<file path="config.mk">
export PLATFORM = sky130hd
export DESIGN_NAME = aatm_rows
export DESIGN_NICKNAME = d
export VERILOG_FILES = /design/src/sv/aatm_pkg.sv /design/src/sv/aatm_rows.sv
export SDC_FILE = /design/constraint.sdc
export NUM_CORES = 1
export LEC_CHECK = 0
export BUFFER_PORTS_ARGS = -buffer_cell sky130_fd_sc_hd__buf_2
export CORE_AREA = 2 2 200 202
export CTS_BUF_LIST = sky130_fd_sc_hd__clkbuf_16
export DETAILED_ROUTE_END_ITERATION = 10
export DIE_AREA = 0 0 202 204
export SLEW_MARGIN = 0
export SYNTH_ARGS = -nofsm -noshare
export SYNTH_HDL_FRONTEND = slang
export SYNTH_SLANG_ARGS = --single-unit
</file>
<file path="constraint.sdc">
create_clock -name clk -period 17.95 [get_ports clk]
set_input_delay 0.8975 -clock clk [delete_from_list [all_inputs] [get_ports clk]]
set_output_delay 0.8975 -clock clk [all_outputs]
set_load 0.02 [all_outputs]
</file>
<file path="src/sv/aatm_pkg.sv">
// ----------------------------------------------------------------------------
// aatm_pkg
// Shared constants, tables and types for the axis-angle transform matrix block.
// ----------------------------------------------------------------------------
package aatm_pkg;

  localparam int FRAC_BITS_DEF    = 16;
  localparam int CORDIC_STEPS_DEF = 16;
  localparam int ATAN_ENTRIES     = 24;

  localparam int CW = 34;
  localparam int ZW = 35;
  localparam int TW = 35;

  localparam longint TWO_PI_Q30  = 64'sd6746518852;
  localparam longint PI_Q30      = 64'sd3373259426;
  localparam longint HALF_PI_Q30 = 64'sd1686629713;
  localparam longint GAIN_Q30    = 64'sd652032874;
  localparam longint ONE_Q30     = 64'sd1073741824;

  localparam logic [29:0] ATAN_Q30 [ATAN_ENTRIES] = '{
    30'h3243F6A8, 30'h1DAC6705, 30'h0FADBAFC, 30'h07F56EA6, 30'h03FEAB76, 30'h01FFD55B,
    30'h00FFFAAA, 30'h007FFF55, 30'h003FFFEA, 30'h001FFFFD, 30'h000FFFFF, 30'h0007FFFF,
    30'h0003FFFF, 30'h0001FFFF, 30'h0000FFFF, 30'h00007FFF, 30'h00003FFF, 30'h00001FFF,
    30'h00000FFF, 30'h000007FF, 30'h000003FF, 30'h000001FF, 30'h000000FF, 30'h0000007F
  };

  typedef enum logic [1:0] {
    ROW_0 = 2'd0,
    ROW_1 = 2'd1,
    ROW_2 = 2'd2,
    ROW_T = 2'd3
  } row_t;

  typedef struct packed {
    logic [2:0][31:0] scale;
    logic [2:0][31:0] shift;
    logic [2:0][15:0] axis;
  } side_t;

  typedef struct packed {
    logic [2:0][2:0][31:0] e;
    logic [2:0][31:0]      shift;
  } mat_t;

endpackage

</file>
<file path="src/sv/aatm_rows.sv">
// ----------------------------------------------------------------------------
// aatm_rows
// Output register that sends one finished matrix as four row transactions.
// ----------------------------------------------------------------------------
module aatm_rows #(
  parameter int FRAC_BITS = aatm_pkg::FRAC_BITS_DEF
) (
  input  logic                  clk,
  input  logic                  rst_n,
  input  logic                  in_vld,
  input  aatm_pkg::mat_t        in_mat,
  output logic                  adv,
  output logic                  out_valid,
  input  logic                  out_ready,
  output logic [1:0]            out_row_index,
  output logic [31:0]           out_col0,
  output logic [31:0]           out_col1,
  output logic [31:0]           out_col2,
  output logic [31:0]           out_col3,
  output logic                  out_last_row
);
  import aatm_pkg::*;

  localparam logic [31:0] ONE_F = 32'd1 << FRAC_BITS;

  logic  busy_r;
  row_t  row_r;
  mat_t  mat_r;
  logic  take;
  logic  load;

  assign take = busy_r && out_ready;
  assign load = in_vld && (!busy_r || (take && row_r == ROW_T));
  assign adv  = !in_vld || load;

  always_ff @(posedge clk) begin
    if (!rst_n) begin
      busy_r <= 1'b0;
      row_r  <= ROW_0;
    end else if (load) begin
      busy_r <= 1'b1;
      row_r  <= ROW_0;
    end else if (take) begin
      if (row_r == ROW_T) begin
        busy_r <= 1'b0;
      end
      row_r <= row_t'(row_r + 2'd1);
    end
    if (load) begin
      mat_r <= in_mat;
    end
  end

  always_comb begin
    case (row_r)
      ROW_0: begin
        out_col0 = mat_r.e[0][0];
        out_col1 = mat_r.e[0][1];
        out_col2 = mat_r.e[0][2];
        out_col3 = '0;
      end
      ROW_1: begin
        out_col0 = mat_r.e[1][0];
        out_col1 = mat_r.e[1][1];
        out_col2 = mat_r.e[1][2];
        out_col3 = '0;
      end
      ROW_2: begin
        out_col0 = mat_r.e[2][0];
        out_col1 = mat_r.e[2][1];
        out_col2 = mat_r.e[2][2];
        out_col3 = '0;
      end
      default: begin
        out_col0 = mat_r.shift[0];
        out_col1 = mat_r.shift[1];
        out_col2 = mat_r.shift[2];
        out_col3 = ONE_F;
      end
    endcase
  end

  assign out_valid     = busy_r;
  assign out_row_index = row_r;
  assign out_last_row  = (row_r == ROW_T);

endmodule

</file>
[Word level (Yosys, flattened, before mapping)]
Cells that the tools add are included.
Cells by class
  reductions and logical operators: 13
  equality and inequality tests: 3
  bitwise logic cells: 1
  mux-type cells: 7
  add/subtract/negate cells: 1
Operator list (count)
  one-hot mux 32 bit (3 select lines): 3
  2-to-1 mux 17 bit: 1
  == test 2 bit, second input constant: 2
  nonzero test 2 bit: 2
  logical AND 1 bit: 3
  2-to-1 mux 1 bit: 3
  OR reduction 3 bit: 1
  adder 2 x 1 -> 2 bit, second input constant: 1
  == test 2 x 1 -> 1 bit, second input constant: 1
  logical NOT 1 bit: 2
  logical NOT 2 bit: 1
  logical OR 1 bit: 2
  AND reduction 2 bit: 1
  OR reduction 2 bit: 1
  NOT 1 bit: 1
Word-level totals
  input port bits: 388
  register bits: 387
  logic and storage cells: 39

[Depth between registers and ports, before layout]
Gate-level depths: netlist of run 1.
  depth after elaboration: 6
  gate-level depth with buffers: 7

[Worst setup path before layout of run 1]
No wires, ideal clock.
  kind: reg-to-reg
  from: register row_r[0], in the netlist out_row_index[0]
  to: register mat_r[0] in the netlist's numbering (enable)
  cell stages (with the launch flop): 4
  period minus slack after synthesis: 10477 ps
  buffers on the path: 0
  data arrival time: 9684 ps
  library setup time: 793 ps
  path slack: 7473 ps
  path through: dfxtp_1 ha_1 a21bo_2 and2_1
On the way
  word-level cells in the longest chain between the ends: 4
Ends and longest elaborated chain
  start: declaration: RTL line aatm_rows.sv:27  | row_t row_r;
  start signal: assignment: RTL line aatm_rows.sv:47  | row_r <= row_t'(row_r + 2'd1);
  == test 2 bit
  named net out_last_row: RTL line aatm_rows.sv:20  | output logic out_last_row
  logical AND 1 bit: RTL line aatm_rows.sv:33  | assign load = in_vld && (!busy_r || (take && row_r == ROW_T));
  logical OR 1 bit: RTL line aatm_rows.sv:33
  logical AND 1 bit: RTL line aatm_rows.sv:33
  named net load: RTL line aatm_rows.sv:30  | logic load;
  end signal: assignment: RTL line aatm_rows.sv:50  | mat_r <= in_mat;
  end: declaration: RTL line aatm_rows.sv:28  | mat_t mat_r;
The timed path passes the listed nets, and every way through them passes these cells.
A chain may end at the register's enable or synchronous reset.

[Worst setup path in the final report of run 1]
  from: register row_r[0], in the netlist out_row_index[0]
  to: output port out_col0[3]
On the way
  word-level cells in the longest chain between the ends: 2
Ends and longest elaborated chain
  == test 2 bit, or another cell as far along: RTL line aatm_rows.sv:55  | case (row_r)
  one-hot mux 32 bit (3 select lines) *: RTL line aatm_rows.sv:55
  end: declaration: RTL line aatm_rows.sv:16  | output logic [31:0] out_col0,
Every way passes the cells marked *; elsewhere a longest branch is shown, timed or not.

==> impl_metrics.toml, run 1 <==
[yosys]
synth.most_common_cell = "edfxtp_1"
ys_warn_count = 0
ys_ff_latch = 387
syn_inst = 770
yosysTopAreaCell = "edfxtp_1"
yosysTopAreaCellShare = 0.794
synth_ff_type = "edfxtp_1"
syn_avg_cell_area_sq_um = 18.9
synth.area.top_cells = "edfxtp_1 (79%), a222oi_1 (6.6%), mux2i_1 (6.6%), inv_1 (2.6%), buf_4 (1.7%)"
synthArstFlopShare = 0
syn_area_sq_um = 14500
synth_common_cells = "edfxtp_1 (384), inv_1 (99), a222oi_1 (96), mux2i_1 (96), buf_4 (32)"
synth_edf_count = 384
yosysSeqAreaShare = 0.798
synth.distinct_cells = 19

[worst_setup_path]
critical_path_arrival_ns = 3.45
required_ns = 17.05
worstSetupStartpointType = "flip-flop"
crit_chain = "ha_4 > buf_4 > mux2i_1 > buf_2"
critPathKind = "flip-flop to primary output"
crit_path_max_fanout = 50
crit_slowest_cell = "buf_4"
worstSetupEndpointType = "primary output"
critPathMaxStageDelay_ns = 0.85

[global_routing]
grt_pass1_vias = 9033
gr-usage-all-layers = 0.175
grt_antenna_before_repair = 24
grt_max_degree = 188
grt_pass1_wl_microns = 53800
grt_overflow = 0

[floorplan]
start_util = 0.370
ios = 521
rows = 73
die_h_microns = 204
dieWidth_microns = 202
dieArea_sq_um = 41200
core-area_sq_um = 39200

[sta]
drv_slew = 0
setup_tns_ns = 0
fmax_mhz = 230
rsz0062_at_grt = "false"
worst_slew_pin_slew_ns = 1.08
hold_viol = 0
finClkSkew_ns = 0.0175
finalCritPeriodShare = 0.242
period_needed_ns = 4.35
setup_viol = 0
maxSlewHeadroom = 0.279

[final_layout]
area_growth_pct = 29.3
layout.nets = 1659
drive_above_1_share = 0.433

[route]
drt_first_iter_violations = 856
ant_nets = 0
routed_via_density = 4.85
wl_microns = 37500
firstDrtPassIters = 8
vias = 8899
remaining_drc_errors = 0
wl_per_cell_microns = 20.4

[clocking]
post_cts_resized = 0
worstSkewPairLatency_ns = 0.56
clk_pin_slew_worst_paths_ns = 0.06
cts-root-buf = "clkbuf_16"
cts_num_sinks = 387
h-tree-depth = 2
post-cts-setup-buffer-count = 0
cts_tree = "done"
holdBufCountCts = 0
numCtsBuffers = 43
clock_path_buffers = 3

[power]
ir_drop_uv = 77.4
power_density_nw_per_um2 = 111
leakagePower_nw = 7.39
p_total_mw = 2.08

[flow_run]
drv_cap = 0

[min_path]
hold_class = "input port to flip-flop"

[run_status]
status = "complete, no violations"

[placement]
portBuffers = 489
gp_congestion = 0.792
dp_hpwl_microns = 25700
## flip-flops by register name (all words and copies together) (netlist names)
register       flops
out_row_index      2
out_valid          1
mat_r            384
## routing by layer
layer | GRT usage | up-vias | wire, microns
met5 | 0 | - | 150
met4 | 0.0735 | 26 | 978
met3 | 0.0609 | 90 | 3730
met2 | 0.292 | 468 | 18800
met1 | 0.207 | 4278 | 13800
li1 | - | 4037 | -
## power breakdown
group          switching (mW)  internal (mW)  leakage (nW)
Combinational          0.0972         0.0628          3.00
Sequential             0.0142           1.06          3.68
Clock                   0.347          0.502         0.707
## cells in the final DEF (no fill, tap or decap), types with 2 or more instances in the layout
master / n
diode_2: 11
bufinv_16: 4
a21bo_2: 3
ha_4: 4
buf_2: 489
clkinv_4: 3
clkinv_1: 10
a222oi_1: 96
edfxtp_1: 384
dfxtp_1: 3
inv_1: 109
clkinv_2: 4
a221oi_1: 2
buf_4: 6
clkbuf_16: 44
conb_1: 31
mux2i_1: 96
## cell families (layout without fill, tap and decap cells)
logic type / after synthesis / after routing / share of synthesized area
flip-flops: 387 / 387 / 0.798
buffers and inverters: 174 / 673 / 0.0587
AO/OA/AOI/OAI: 103 / 103 / 0.0705
adder cells (fa/ha/maj): 5 / 5 / 0.00431
other: 1 / 42 / 0.000258
multiplexers: 96 / 96 / 0.0662
AND/OR/NAND/NOR: 4 / 4 / 0.00155
## worst paths after layout
kind                                                     from                             to  slack, ns  depth (start not counted)
worst max register to register  out_row_index[0]$_SDFFE_PP0P_           mat_r[134]$_DFFE_PP_      14.19                          5
worst max-delay path            out_row_index[0]$_SDFFE_PP0P_                    out_col0[3]      13.60                          4
worst min-delay path                              in_mat[364]           mat_r[364]$_DFFE_PP_       0.50                          1
worst min register to register         out_valid$_SDFFE_PN0P_  out_row_index[1]$_SDFFE_PP0P_       0.59                          2
## metrics by stage
stage / utilization / setup slack (ns) / hold slack [ns] / std cells / area (sq um)
finish: 0.479 / 13.60 / 0.503 / 1835 / 18800
floorplan: - / 7.47 / 0.614 / 800 / 14600
global placement: 0.443 / 14.07 / 0.573 / 1746 / 17400
global route: 0.479 / 13.45 / 0.478 / 1835 / 18800
CTS: 0.478 / 13.55 / 0.460 / 1824 / 18700
detailed placement: 0.443 / 13.97 / 0.579 / 1746 / 17400
## final cells by class
type                            count  area [sq um]
Antenna cell                       11          27.5
Inverter                           99           372
Clock inverter                     34           274
Tap cell                          525           657
Fill cell                        3421         20400
Sequential cell                   387         11600
Clock buffer                       44          1100
Multi-Input combinational cell    239          2240
Timing Repair Buffer              496          2510
## critical path: cells and delay by family (launching register included)
| kind | cells | cell delay [ns] |
|---|---|---|
| flops | 1 | 0.54 |
| buf+inv | 2 | 1.07 |
| mux | 1 | 0.32 |
| fa+ha+maj | 1 | 0.78 |
Note: power is estimated with default switching activity, not from simulation.
==> inputs of run 2 (changes only) <==
Clock period 17.95 ns to 4.5 ns, I/O delays scaled along.
==> run 2 against run 1 <==
The flow now stops in clock tree synthesis. Synthesized area unchanged. Synthesized cell count unchanged.
==> impl_metrics.toml, run 2 <==
[clocking]
cts-root-buf = "clkbuf_16"
numCtsBuffers = 42
post-cts-setup-buffer-count = 0
post_cts_resized = 0
h-tree-depth = 2
cts_num_sinks = 387
holdBufCountCts = 365
clock_path_buffers = 3

[yosys]
synthArstFlopShare = 0
yosysTopAreaCell = "edfxtp_1"
syn_area_sq_um = 14500
yosysTopAreaCellShare = 0.794
yosysSeqAreaShare = 0.798
syn_inst = 770
ys_warn_count = 0
syn_avg_cell_area_sq_um = 18.9
synth.most_common_cell = "edfxtp_1"
synth_ff_type = "edfxtp_1"
synth_common_cells = "edfxtp_1 (384), inv_1 (99), a222oi_1 (96), mux2i_1 (96), buf_4 (32)"
ys_ff_latch = 387
synth_edf_count = 384
synth.distinct_cells = 19
synth.area.top_cells = "edfxtp_1 (79%), a222oi_1 (6.6%), mux2i_1 (6.6%), inv_1 (2.6%), buf_4 (1.7%)"

[floorplan]
die_h_microns = 204
start_util = 0.370
rows = 73
ios = 521
dieWidth_microns = 202

[placement]
pre_cts_slack_ns = 1.53
portBuffers = 489
gp_congestion = 0.798
dp_hpwl_microns = 25700
dp.cells = 1752

[run_status]
firstError = "[ERROR RSZ-0060] Max buffer count reached."
flow.stopped_at = "clock tree synthesis"
status = "aborted with a tool error"
-- run 2: cell counts after synthesis --
No cell type changed its count.
-- run 2: kinds of logic after synthesis --
logic type	after synthesis	share of synthesized area
other cells	1	0.000258
buf+inv	174	0.0587
fa+ha+maj	5	0.00431
flops	387	0.798
mux	96	0.0662
simple gates	4	0.00155
compound gates	103	0.0705
-- run 2: per-stage QoR --
step / hold WS [ns] / utilization / instance area [sq um]
after floorplan: 0.324 / - / 14600
after global placement: 0.401 / 0.446 / 17500
after detailed placement: 0.403 / 0.446 / 17500
==> inputs of run 3 (changes only) <==
Settings changed: CORE_AREA 2 2 200 202 to not set, CORE_MARGIN set to 2, CORE_UTILIZATION set to 30, CTS_BUF_LIST sky130_fd_sc_hd__clkbuf_16 to not set, DIE_AREA 0 0 202 204 to not set, PLACE_DENSITY_LB_ADDON set to 0.15.
==> run 3 against run 2 <==
The flow again stops in clock tree synthesis. Synthesized area stayed put. Synthesized cell count stayed put.
==> impl_metrics.toml, run 3 <==
[run_status]
status = "aborted with a tool error"
flow.stopped_at = "clock tree synthesis"
firstError = "[ERROR RSZ-0060] Max buffer count reached."

[clocking]
cts_num_sinks = 387
holdBufCountCts = 386
h-tree-depth = 2
numCtsBuffers = 45
clock_path_buffers = 3
cts-root-buf = "clkbuf_16"
post_cts_resized = 0
post-cts-setup-buffer-count = 0

[placement]
dp_hpwl_microns = 28400
portBuffers = 489
gp_congestion = 0.784

[yosys]
syn_avg_cell_area_sq_um = 18.9
yosysTopAreaCell = "edfxtp_1"
synthArstFlopShare = 0
ys_ff_latch = 387
yosysSeqAreaShare = 0.798
syn_area_sq_um = 14500
synth_common_cells = "edfxtp_1 (384), inv_1 (99), a222oi_1 (96), mux2i_1 (96), buf_4 (32)"
yosysTopAreaCellShare = 0.794
synth_ff_type = "edfxtp_1"
synth.distinct_cells = 19
synth_edf_count = 384
ys_warn_count = 0
synth.area.top_cells = "edfxtp_1 (79%), a222oi_1 (6.6%), mux2i_1 (6.6%), inv_1 (2.6%), buf_4 (1.7%)"
syn_inst = 770
synth.most_common_cell = "edfxtp_1"

[floorplan]
dieWidth_microns = 224
ios = 521
rows = 80
die_h_microns = 224
start_util = 0.304
## run 3: cell counts after synthesis
No cell type changed its count.
## run 3: metrics by stage
| step | area, sq um | setup WS (ns) | std cells | hold WS (ns) |
|---|---|---|---|---|
| 2_1_floorplan | 14600 | 0.337 | 800 | 0.324 |
| 3_5_place_dp | 17600 | 1.70 | 1844 | 0.403 |
| 3_3_place_gp | 17600 | 1.82 | 1844 | 0.401 |
## run 3: cells by family after synthesis
family	Yosys count	synth area share
compound gates	103	0.0705
fa+ha+maj	5	0.00431
buf+inv	174	0.0587
flops	387	0.798
mux	96	0.0662
other cells	1	0.000258
simple gates	4	0.00155
