File: src/sv/aatm_pkg.sv
// ----------------------------------------------------------------------------
// aatm_pkg
// Shared constants, tables and types for the axis-angle transform matrix block.
// ----------------------------------------------------------------------------
package aatm_pkg;

  localparam int FRAC_BITS_DEF    = 16;
  localparam int CORDIC_STEPS_DEF = 16;
  localparam int ATAN_ENTRIES     = 24;

  localparam int CW = 34;
  localparam int ZW = 35;
  localparam int TW = 35;

  localparam longint TWO_PI_Q30  = 64'sd6746518852;
  localparam longint PI_Q30      = 64'sd3373259426;
  localparam longint HALF_PI_Q30 = 64'sd1686629713;
  localparam longint GAIN_Q30    = 64'sd652032874;
  localparam longint ONE_Q30     = 64'sd1073741824;

  localparam logic [29:0] ATAN_Q30 [ATAN_ENTRIES] = '{
    30'h3243F6A8, 30'h1DAC6705, 30'h0FADBAFC, 30'h07F56EA6, 30'h03FEAB76, 30'h01FFD55B,
    30'h00FFFAAA, 30'h007FFF55, 30'h003FFFEA, 30'h001FFFFD, 30'h000FFFFF, 30'h0007FFFF,
    30'h0003FFFF, 30'h0001FFFF, 30'h0000FFFF, 30'h00007FFF, 30'h00003FFF, 30'h00001FFF,
    30'h00000FFF, 30'h000007FF, 30'h000003FF, 30'h000001FF, 30'h000000FF, 30'h0000007F
  };

  typedef enum logic [1:0] {
    ROW_0 = 2'd0,
    ROW_1 = 2'd1,
    ROW_2 = 2'd2,
    ROW_T = 2'd3
  } row_t;

  typedef struct packed {
    logic [2:0][31:0] scale;
    logic [2:0][31:0] shift;
    logic [2:0][15:0] axis;
  } side_t;

  typedef struct packed {
    logic [2:0][2:0][31:0] e;
    logic [2:0][31:0]      shift;
  } mat_t;

endpackage

File: src/sv/aatm_reduce.sv
// ----------------------------------------------------------------------------
// aatm_reduce
// Pipelined reduction of the angle into (-pi, pi] and fold into [-pi/2, pi/2].
// ----------------------------------------------------------------------------
module aatm_reduce #(
  parameter int FRAC_BITS = aatm_pkg::FRAC_BITS_DEF
) (
  input  logic                           clk,
  input  logic                           rst_n,
  input  logic                           en,
  input  logic                           in_vld,
  input  logic [31:0]                    in_angle,
  input  aatm_pkg::side_t                in_side,
  output logic                           out_vld,
  output logic signed [aatm_pkg::ZW-1:0] out_z,
  output logic                           out_flip,
  output aatm_pkg::side_t                out_side
);
  import aatm_pkg::*;

  localparam int AW = 62 - FRAC_BITS;
  localparam int K  = AW - 33;
  localparam int RW = AW + 3;
  localparam int NS = K + 2;
  localparam logic [RW-1:0] TP = RW'(TWO_PI_Q30);
  localparam logic signed [ZW-1:0] TP_Z   = ZW'(TWO_PI_Q30);
  localparam logic signed [ZW-1:0] PI_Z   = ZW'(PI_Q30);
  localparam logic signed [ZW-1:0] HPI_Z  = ZW'(HALF_PI_Q30);

  logic [RW-1:0] v_r   [NS];
  logic          vld_r [NS];
  side_t         side_r[NS];

  logic [AW-1:0] a_q30;
  logic [RW-1:0] a_ext;
  logic [RW-1:0] v0_nxt;

  assign a_q30  = {in_angle, {(30 - FRAC_BITS){1'b0}}};
  assign a_ext  = {{3{a_q30[AW-1]}}, a_q30};
  assign v0_nxt = a_q30[AW-1] ? a_ext + (TP << K) : a_ext;

  always_ff @(posedge clk) begin
    if (!rst_n) begin
      vld_r[0] <= 1'b0;
    end else if (en) begin
      vld_r[0] <= in_vld;
    end
    if (en) begin
      v_r[0]    <= v0_nxt;
      side_r[0] <= in_side;
    end
  end

  for (genvar s = 1; s < NS; s++) begin : g_step
    localparam logic [RW-1:0] STEP = TP << (K + 1 - s);
    logic [RW-1:0] diff;
    logic [RW-1:0] v_nxt;
    assign diff  = v_r[s-1] - STEP;
    assign v_nxt = (v_r[s-1] >= STEP) ? diff : v_r[s-1];
    always_ff @(posedge clk) begin
      if (!rst_n) begin
        vld_r[s] <= 1'b0;
      end else if (en) begin
        vld_r[s] <= vld_r[s-1];
      end
      if (en) begin
        v_r[s]    <= v_nxt;
        side_r[s] <= side_r[s-1];
      end
    end
  end

  logic signed [ZW-1:0] vs;
  logic signed [ZW-1:0] w_nxt;
  logic signed [ZW-1:0] w_r;
  logic                 wvld_r;
  side_t                wside_r;

  assign vs    = $signed(v_r[NS-1][ZW-1:0]);
  assign w_nxt = (vs > PI_Z) ? vs - TP_Z : vs;

  always_ff @(posedge clk) begin
    if (!rst_n) begin
      wvld_r <= 1'b0;
    end else if (en) begin
      wvld_r <= vld_r[NS-1];
    end
    if (en) begin
      w_r     <= w_nxt;
      wside_r <= side_r[NS-1];
    end
  end

  logic signed [ZW-1:0] z_nxt;
  logic                 flip_nxt;
  logic signed [ZW-1:0] z_r;
  logic                 flip_r;
  logic                 zvld_r;
  side_t                zside_r;

  always_comb begin
    if (w_r > HPI_Z) begin
      z_nxt    = PI_Z - w_r;
      flip_nxt = 1'b1;
    end else if (w_r < -HPI_Z) begin
      z_nxt    = -PI_Z - w_r;
      flip_nxt = 1'b1;
    end else begin
      z_nxt    = w_r;
      flip_nxt = 1'b0;
    end
  end

  always_ff @(posedge clk) begin
    if (!rst_n) begin
      zvld_r <= 1'b0;
    end else if (en) begin
      zvld_r <= wvld_r;
    end
    if (en) begin
      z_r     <= z_nxt;
      flip_r  <= flip_nxt;
      zside_r <= wside_r;
    end
  end

  assign out_vld  = zvld_r;
  assign out_z    = z_r;
  assign out_flip = flip_r;
  assign out_side = zside_r;

endmodule

File: config.mk
export PLATFORM = sky130hd
export DESIGN_NAME = aatm_reduce
export DESIGN_NICKNAME = d
export VERILOG_FILES = /design/src/sv/aatm_pkg.sv /design/src/sv/aatm_reduce.sv
export SDC_FILE = /design/constraint.sdc
export NUM_CORES = 2
export LEC_CHECK = 0
export BUFFER_PORTS_ARGS = -buffer_cell sky130_fd_sc_hd__clkbuf_2
export CAP_MARGIN = 5
export CORE_AREA = 5 5 734 736
export DETAILED_ROUTE_END_ITERATION = 8
export DIE_AREA = 0 0 739 741
export PLACE_DENSITY_LB_ADDON = 0.25
export RECOVER_POWER = 100
export SKIP_CTS_REPAIR_TIMING = 1
export SLEW_MARGIN = 20
export SYNTH_ARGS = -nofsm -noshare
export SYNTH_HDL_FRONTEND = slang
export SYNTH_MEMORY_MAX_BITS = 65536
export SYNTH_SLANG_ARGS = --single-unit
File: constraint.sdc
create_clock -name clk -period 3.9 [get_ports clk]
set_input_delay 0.975 -clock clk [delete_from_list [all_inputs] [get_ports clk]]
set_output_delay 0.975 -clock clk [all_outputs]
set_load 0.005 [all_outputs]
**Word-level counts from Yosys, hierarchy flattened**

Memories as Yosys holds them, arrays and structs flattened. A register that Yosys moved wholly into a read port is not among the register bits.
Index checks and enable logic that the tools add are counted.

- Flip-flop bits (word level): 312
- Bits in latches: 0
- Memory bits (writable): 4,350
- ROM bits: 0
- Input port bits: 276
- Memories: 3

Memories:

| name | words | bits a word | read ports | clocked after Yosys merged registers in | wr ports | line | text |
|---|---|---|---|---|---|---|---|
| side_r | 15 | 240 | 15 | 1 | 15 | aatm_reduce.sv:32 | `side_t side_r[NS];` |
| v_r | 15 | 49 | 15 | 0 | 15 | aatm_reduce.sv:30 | `logic [RW-1:0] v_r [NS];` |
| vld_r | 15 | 1 | 15 | 1 | 15 | aatm_reduce.sv:31 | `logic vld_r [NS];` |

- $add $sub $neg: 18
- Multipliers: 0
- Divide/modulo/power cells: 0
- Magnitude comparators: 17
- Equal/unequal tests: 0
- Shift operators: 0
- Muxes and demuxes: 39
- Bitwise gates (word level): 15
- Reduce and logical (&&, ||, !) cells: 1

Operators with widths:

| cell | number |
|---|---|
| 2-to-1 mux 49 bit | 15 |
| 2-to-1 mux 35 bit | 3 |
| subtractor 33 x 35 -> 35 bit, first input constant | 2 |
| >= comparator 49 x 33 -> 1 bit, second input constant | 1 |
| >= comparator 49 x 34 -> 1 bit, second input constant | 1 |
| >= comparator 49 x 35 -> 1 bit, second input constant | 1 |
| >= comparator 49 x 36 -> 1 bit, second input constant | 1 |
| >= comparator 49 x 37 -> 1 bit, second input constant | 1 |
| >= comparator 49 x 38 -> 1 bit, second input constant | 1 |
| >= comparator 49 x 39 -> 1 bit, second input constant | 1 |
| >= comparator 49 x 40 -> 1 bit, second input constant | 1 |
| >= comparator 49 x 41 -> 1 bit, second input constant | 1 |
| >= comparator 49 x 42 -> 1 bit, second input constant | 1 |
| >= comparator 49 x 43 -> 1 bit, second input constant | 1 |
| >= comparator 49 x 44 -> 1 bit, second input constant | 1 |
| >= comparator 49 x 45 -> 1 bit, second input constant | 1 |
| >= comparator 49 x 46 -> 1 bit, second input constant | 1 |
| subtractor 49 x 33 -> 49 bit, second input constant | 1 |
| subtractor 49 x 34 -> 49 bit, second input constant | 1 |
| subtractor 49 x 35 -> 49 bit, second input constant | 1 |
| subtractor 49 x 36 -> 49 bit, second input constant | 1 |
| subtractor 49 x 37 -> 49 bit, second input constant | 1 |
| subtractor 49 x 38 -> 49 bit, second input constant | 1 |
| subtractor 49 x 39 -> 49 bit, second input constant | 1 |
| 15 further kinds | 49 |

**Longest topological paths before layout**

- Word-level depth: 4
- Gate-level depth with buffers: 12
- Depth with buffers taken out: 11

**Worst setup path before layout**

No wires, ideal clock.

- Path type: input-to-reg
- From: input in_angle[18]
- To: memory v_r[0][44] (netlist name) (data pin)
- Library setup time: 0.259 ns
- Arrival time: 2.654 ns
- Required time: 3.641 ns
- Path slack: 0.987 ns
- Cell stages on the path: 7
- Cells stage by stage: or4_1 -> or4_1 -> a21oi_1 -> o21bai_1 -> a31oi_1 -> o21ai_0 -> xnor2_1

RTL lines:

| what | line | text |
|---|---|---|
| start: declaration | aatm_reduce.sv:12 | `input logic [31:0] in_angle,` |
| end: declaration | aatm_reduce.sv:30 |  |

==> insert_results.sql <==
INSERT INTO impl_metrics (metric_group, metric, value, unit) VALUES
('min_path', 'min_path_type', 'primary input to flip-flop', ''),
('placement', 'hpwlAfterDp', '148.3', 'mm'),
('synth', 'syn_avg_cell_area', '21.63', 'µm²'),
('sta', 'max_clock_freq', '289.5', 'MHz'),
('sta', 'timing.max_slew.rel_slack', '-0.2593', ''),
('floorplanning', 'placementRows', '268', ''),
('final_layout', 'postLayoutCoreUtil', '0.3523', ''),
('synth', 'yosysUniqueCellTypes', '88', ''),
('synth', 'post_synth_instance_area', '0.1588', 'mm²'),
('placement', 'routabilityCongestion', '0.7632', ''),
('global_routing', 'gr-total-overflow', '0', ''),
('sta', 'worst_clock_skew', '0.05367', 'ns'),
('global_routing', 'via_count_of_the_first_global_routing_pass', '67540', ''),
('clock_network', 'clock_sinks', '4751', ''),
('final_layout', 'multi_input_logic_area', '0.01541', 'mm²'),
('floorplanning', 'die_h', '741', 'µm'),
('setup_path', 'worstRegToRegCells', '8', ''),
('route', 'detail_route.wirelength', '246.5', 'mm'),
('global_routing', 'antenna_found_initial', '9', ''),
('synth', 'postSynth.topFlopCell', 'sky130_fd_sc_hd__edfxtp_1', ''),
('sta', 'setup_tns', '0', 'ns'),
('synth', 'postSynthRegisterBits', '4751', ''),
('sta', 'fin_crit_sh', '0.8856', ''),
('floorplanning', 'fp.dieW', '739', 'µm'),
('route', 'final_routed_wire_length_divided_by_cell_count', '15.50', 'µm'),
('final_layout', 'fin_nets', '8768', ''),
('setup_path', 'worst_setup_path_start_kind', 'primary input', ''),
('clock_network', 'worstSkewPairLatency', '1.00', 'ns'),
('floorplanning', 'design.die.area', '0.5476', 'mm²'),
('route', 'number_of_nets_still_failing_antenna_checks_after_routing', '0', ''),
('sta', 'rsz0062_at_grt', 'false', ''),
('placement', 'io_buffer_count', '551', ''),
('synth', 'synthesis_warnings', '0', ''),
('setup_path', 'worstSetupPathType', 'primary input to flip-flop', ''),
('synth', 'yosysSeqAreaShare', '0.8983', ''),
('pwr', 'p_per_area', '630.0', 'mW/mm²'),
('clock_network', 'number_of_h_tree_levels', '6', ''),
('floorplanning', 'initial_utilization', '0.2989', ''),
('final_layout', 'syn_to_final_growth', '17.84', '%'),
('setup_path', 'critical_path_peak_fanout', '110', ''),
('clock_network', 'cts.reportedPaths.clkPinSlew', '0.06', 'ns'),
('clock_network', 'clock-root-buffer', 'sky130_fd_sc_hd__clkbuf_16', ''),
('setup_path', 'critical_path.endpoint_type', 'flip-flop', ''),
('floorplanning', 'floorplan.io_pins', '553', ''),
('route', 'routed-via-count', '65070', ''),
('final_layout', 'final.fill_count', '49250', ''),
('min_path', 'timing.hold.worst_path_depth', '1', ''),
('final_layout', 'final_layout_size_suffix_gt1_frac', '0.1191', ''),
('route', 'drt-pass1-iter-count', '7', ''),
('clock_network', 'cts_tree', 'yes', ''),
('sta', 'slew_viol_final', '637', ''),
('pwr', 'fin_total_pwr', '117900', 'µW'),
('pwr', 'leakage', '0.06243', 'µW'),
('setup_path', 'required_time_at_the_endpoint_of_the_critical_path', '4.46', 'ns'),
('clock_network', 'cts.path.max_buffers', '4', ''),
('clock_network', 'cts_inserted_buffers', '522', ''),
('synth', 'netlist_instances', '7339', ''),
('floorplanning', 'fp.coreArea', '0.5311', 'mm²'),
('sta', 'max_slew.worst_pin.slew', '1.889', 'ns'),
('synth', 'synth_edf_count', '4748', ''),
('sta', 'finalHoldViolCount', '0', ''),
('run', 'cap_violations', '10', ''),
('setup_path', 'worst-endpoint-arrival', '4.01', 'ns'),
('pwr', 'vdd.ir_drop.worst', '0.3873', 'mV'),
('synth', 'share_of_flip_flops_with_an_asynchronous_set_or_reset_after_synthesis', '0', ''),
('final_layout', 'area.sequential', '0.1426', 'mm²'),
('route', 'drt-vias-per-instance', '4.093', ''),
('global_routing', 'maximum_number_of_pins_on_one_net_before_global_route_repair', '122', ''),
('route', 'detail_route.iter0.violations', '4408', ''),
('run_status', 'violated_checks', 'capacitance limit, slew limit', ''),
('global_routing', 'grt_first_pass_wirelength', '389.6', 'mm'),
('sta', 'finalWorstPathRequiredPeriod', '3.454', 'ns'),
('global_routing', 'overall_fraction_of_global_route_tracks_in_use', '0.08695', ''),
('run_status', 'status', 'finished, violations left', ''),
('route', 'route.detailed.drc', '0', ''),
('sta', 'setup-violations-final', '0', '');
## worst max-delay path, stage by stage
cell and delay, ns:
sky130_fd_sc_hd__clkbuf_2 1.25, sky130_fd_sc_hd__buf_12 0.32, sky130_fd_sc_hd__clkbuf_4 1.12
## stage by stage
| step | cell area [µm²] | hold WS (ns) | setup WS [ns] | std cells |
|---|---|---|---|---|
| after floorplan | 158800 | 0.4003 | 0.9874 | 7340 |
| after global placement | 171700 | 0.4002 | 0.5796 | 14960 |
| after detailed placement | 171700 | 0.4045 | 0.5450 | 14960 |
| after CTS | 188300 | -0.04458 | 0.5475 | 15890 |
| after global routing | 187100 | -0.0004259 | 0.1891 | 15890 |
| final | 187100 | 0.1422 | 0.4461 | 15900 |
## registers in the layout (all words and copies together) (netlist names)
signal,cells
vld_r,15
out_side,240
v_r,587
out_vld,1
out_z,34
w_r,33
wvld_r,1
wside_r,240
side_r,3600
## cells in the mapped netlist, types with 50 or more instances
master,instances,area [µm²]
sky130_fd_sc_hd__xor2_1,278,2435
sky130_fd_sc_hd__nand2_1,302,1134
sky130_fd_sc_hd__nor3_1,110,550.5
sky130_fd_sc_hd__xnor2_1,313,2741
sky130_fd_sc_hd__clkbuf_1,65,244.0
sky130_fd_sc_hd__nand3_1,91,455.4
sky130_fd_sc_hd__inv_1,71,266.5
sky130_fd_sc_hd__nand2b_1,50,312.8
sky130_fd_sc_hd__nor4_1,66,412.9
sky130_fd_sc_hd__o21ai_0,143,715.7
sky130_fd_sc_hd__edfxtp_1,4748,142600
sky130_fd_sc_hd__nor2_1,296,1111
sky130_fd_sc_hd__a21oi_1,143,715.7
## area by class of cell
class | instances | share of cell area
sequential | 4751 | 0.7623
multi-input combinational | 2426 | 0.08235
clock buffer | 662 | 0.07410
tap | 7020 | 0.04694
timing repair buffer | 692 | 0.01829
clock inverter | 265 | 0.01438
inverter | 76 | 0.001525
antenna | 5 | 0.00006687
## routing by layer
metal | track usage | up-vias | share of wire
li1 | - | 31160 | -
met1 | 0.1180 | 31960 | 0.46
met2 | 0.1357 | 1381 | 0.46
met3 | 0.02137 | 573 | 0.051
met4 | 0.03180 | 0 | 0.033
met5 | 0 | - | 0
## final timing paths
path	endpoint	slack [ns]	startpoint
worst max-delay path	side_r[10][41]	0.45	en
worst min-delay path	side_r[0][163]	0.14	in_side[163]
worst max register to register	v_r[0][142]	0.45	v_r[0][83]
worst min register to register	side_r[12][172]	0.39	side_r[11][172]
## report_power, final
group | total [µW] | switching (µW) | leakage [µW] | internal [µW]
Clock | 46900 | 19600 | 0.00800 | 27300
Combinational | 6780 | 4080 | 0.00794 | 2700
Sequential | 64200 | 2560 | 0.0465 | 61600
## cells by family (layout without fill, tap and decap cells)
| logic type | Yosys count | count (layout) | synth area share |
|---|---|---|---|
| compound gates | 595 | 595 | 0.02435 |
| other cells | 1 | 7 | 0.00002362 |
| xor+xnor | 591 | 591 | 0.03260 |
| mux | 14 | 14 | 0.0009614 |
| fa+ha+maj | 23 | 23 | 0.001812 |
| buf+inv | 163 | 1695 | 0.004074 |
| simple gates | 1201 | 1201 | 0.03783 |
| flops | 4751 | 4751 | 0.8983 |
## placed cells by master, fill, tap and decap left out, types with 24 or more instances in the layout
cell,synthesis,final
sky130_fd_sc_hd__a21o_1,26,26
sky130_fd_sc_hd__a21oi_1,143,143
sky130_fd_sc_hd__a31oi_1,35,35
sky130_fd_sc_hd__and3_1,40,40
sky130_fd_sc_hd__buf_12,0,24
sky130_fd_sc_hd__bufinv_16,0,29
sky130_fd_sc_hd__clkbuf_1,65,506
sky130_fd_sc_hd__clkbuf_16,0,535
sky130_fd_sc_hd__clkbuf_2,0,256
sky130_fd_sc_hd__clkinv_1,1,99
sky130_fd_sc_hd__clkinv_2,0,67
sky130_fd_sc_hd__edfxtp_1,4748,4748
sky130_fd_sc_hd__inv_1,71,75
sky130_fd_sc_hd__nand2_1,302,302
sky130_fd_sc_hd__nand2b_1,50,50
sky130_fd_sc_hd__nand3_1,91,91
sky130_fd_sc_hd__nand4_1,38,38
sky130_fd_sc_hd__nor2_1,296,296
sky130_fd_sc_hd__nor2b_1,30,30
sky130_fd_sc_hd__nor3_1,110,116
sky130_fd_sc_hd__nor4_1,66,69
sky130_fd_sc_hd__o21a_1,24,24
sky130_fd_sc_hd__o21ai_0,143,146
sky130_fd_sc_hd__or2_2,27,27
sky130_fd_sc_hd__or3_1,39,39
sky130_fd_sc_hd__xnor2_1,313,313
sky130_fd_sc_hd__xor2_1,278,278
Power figures use the tool's default switching activity.
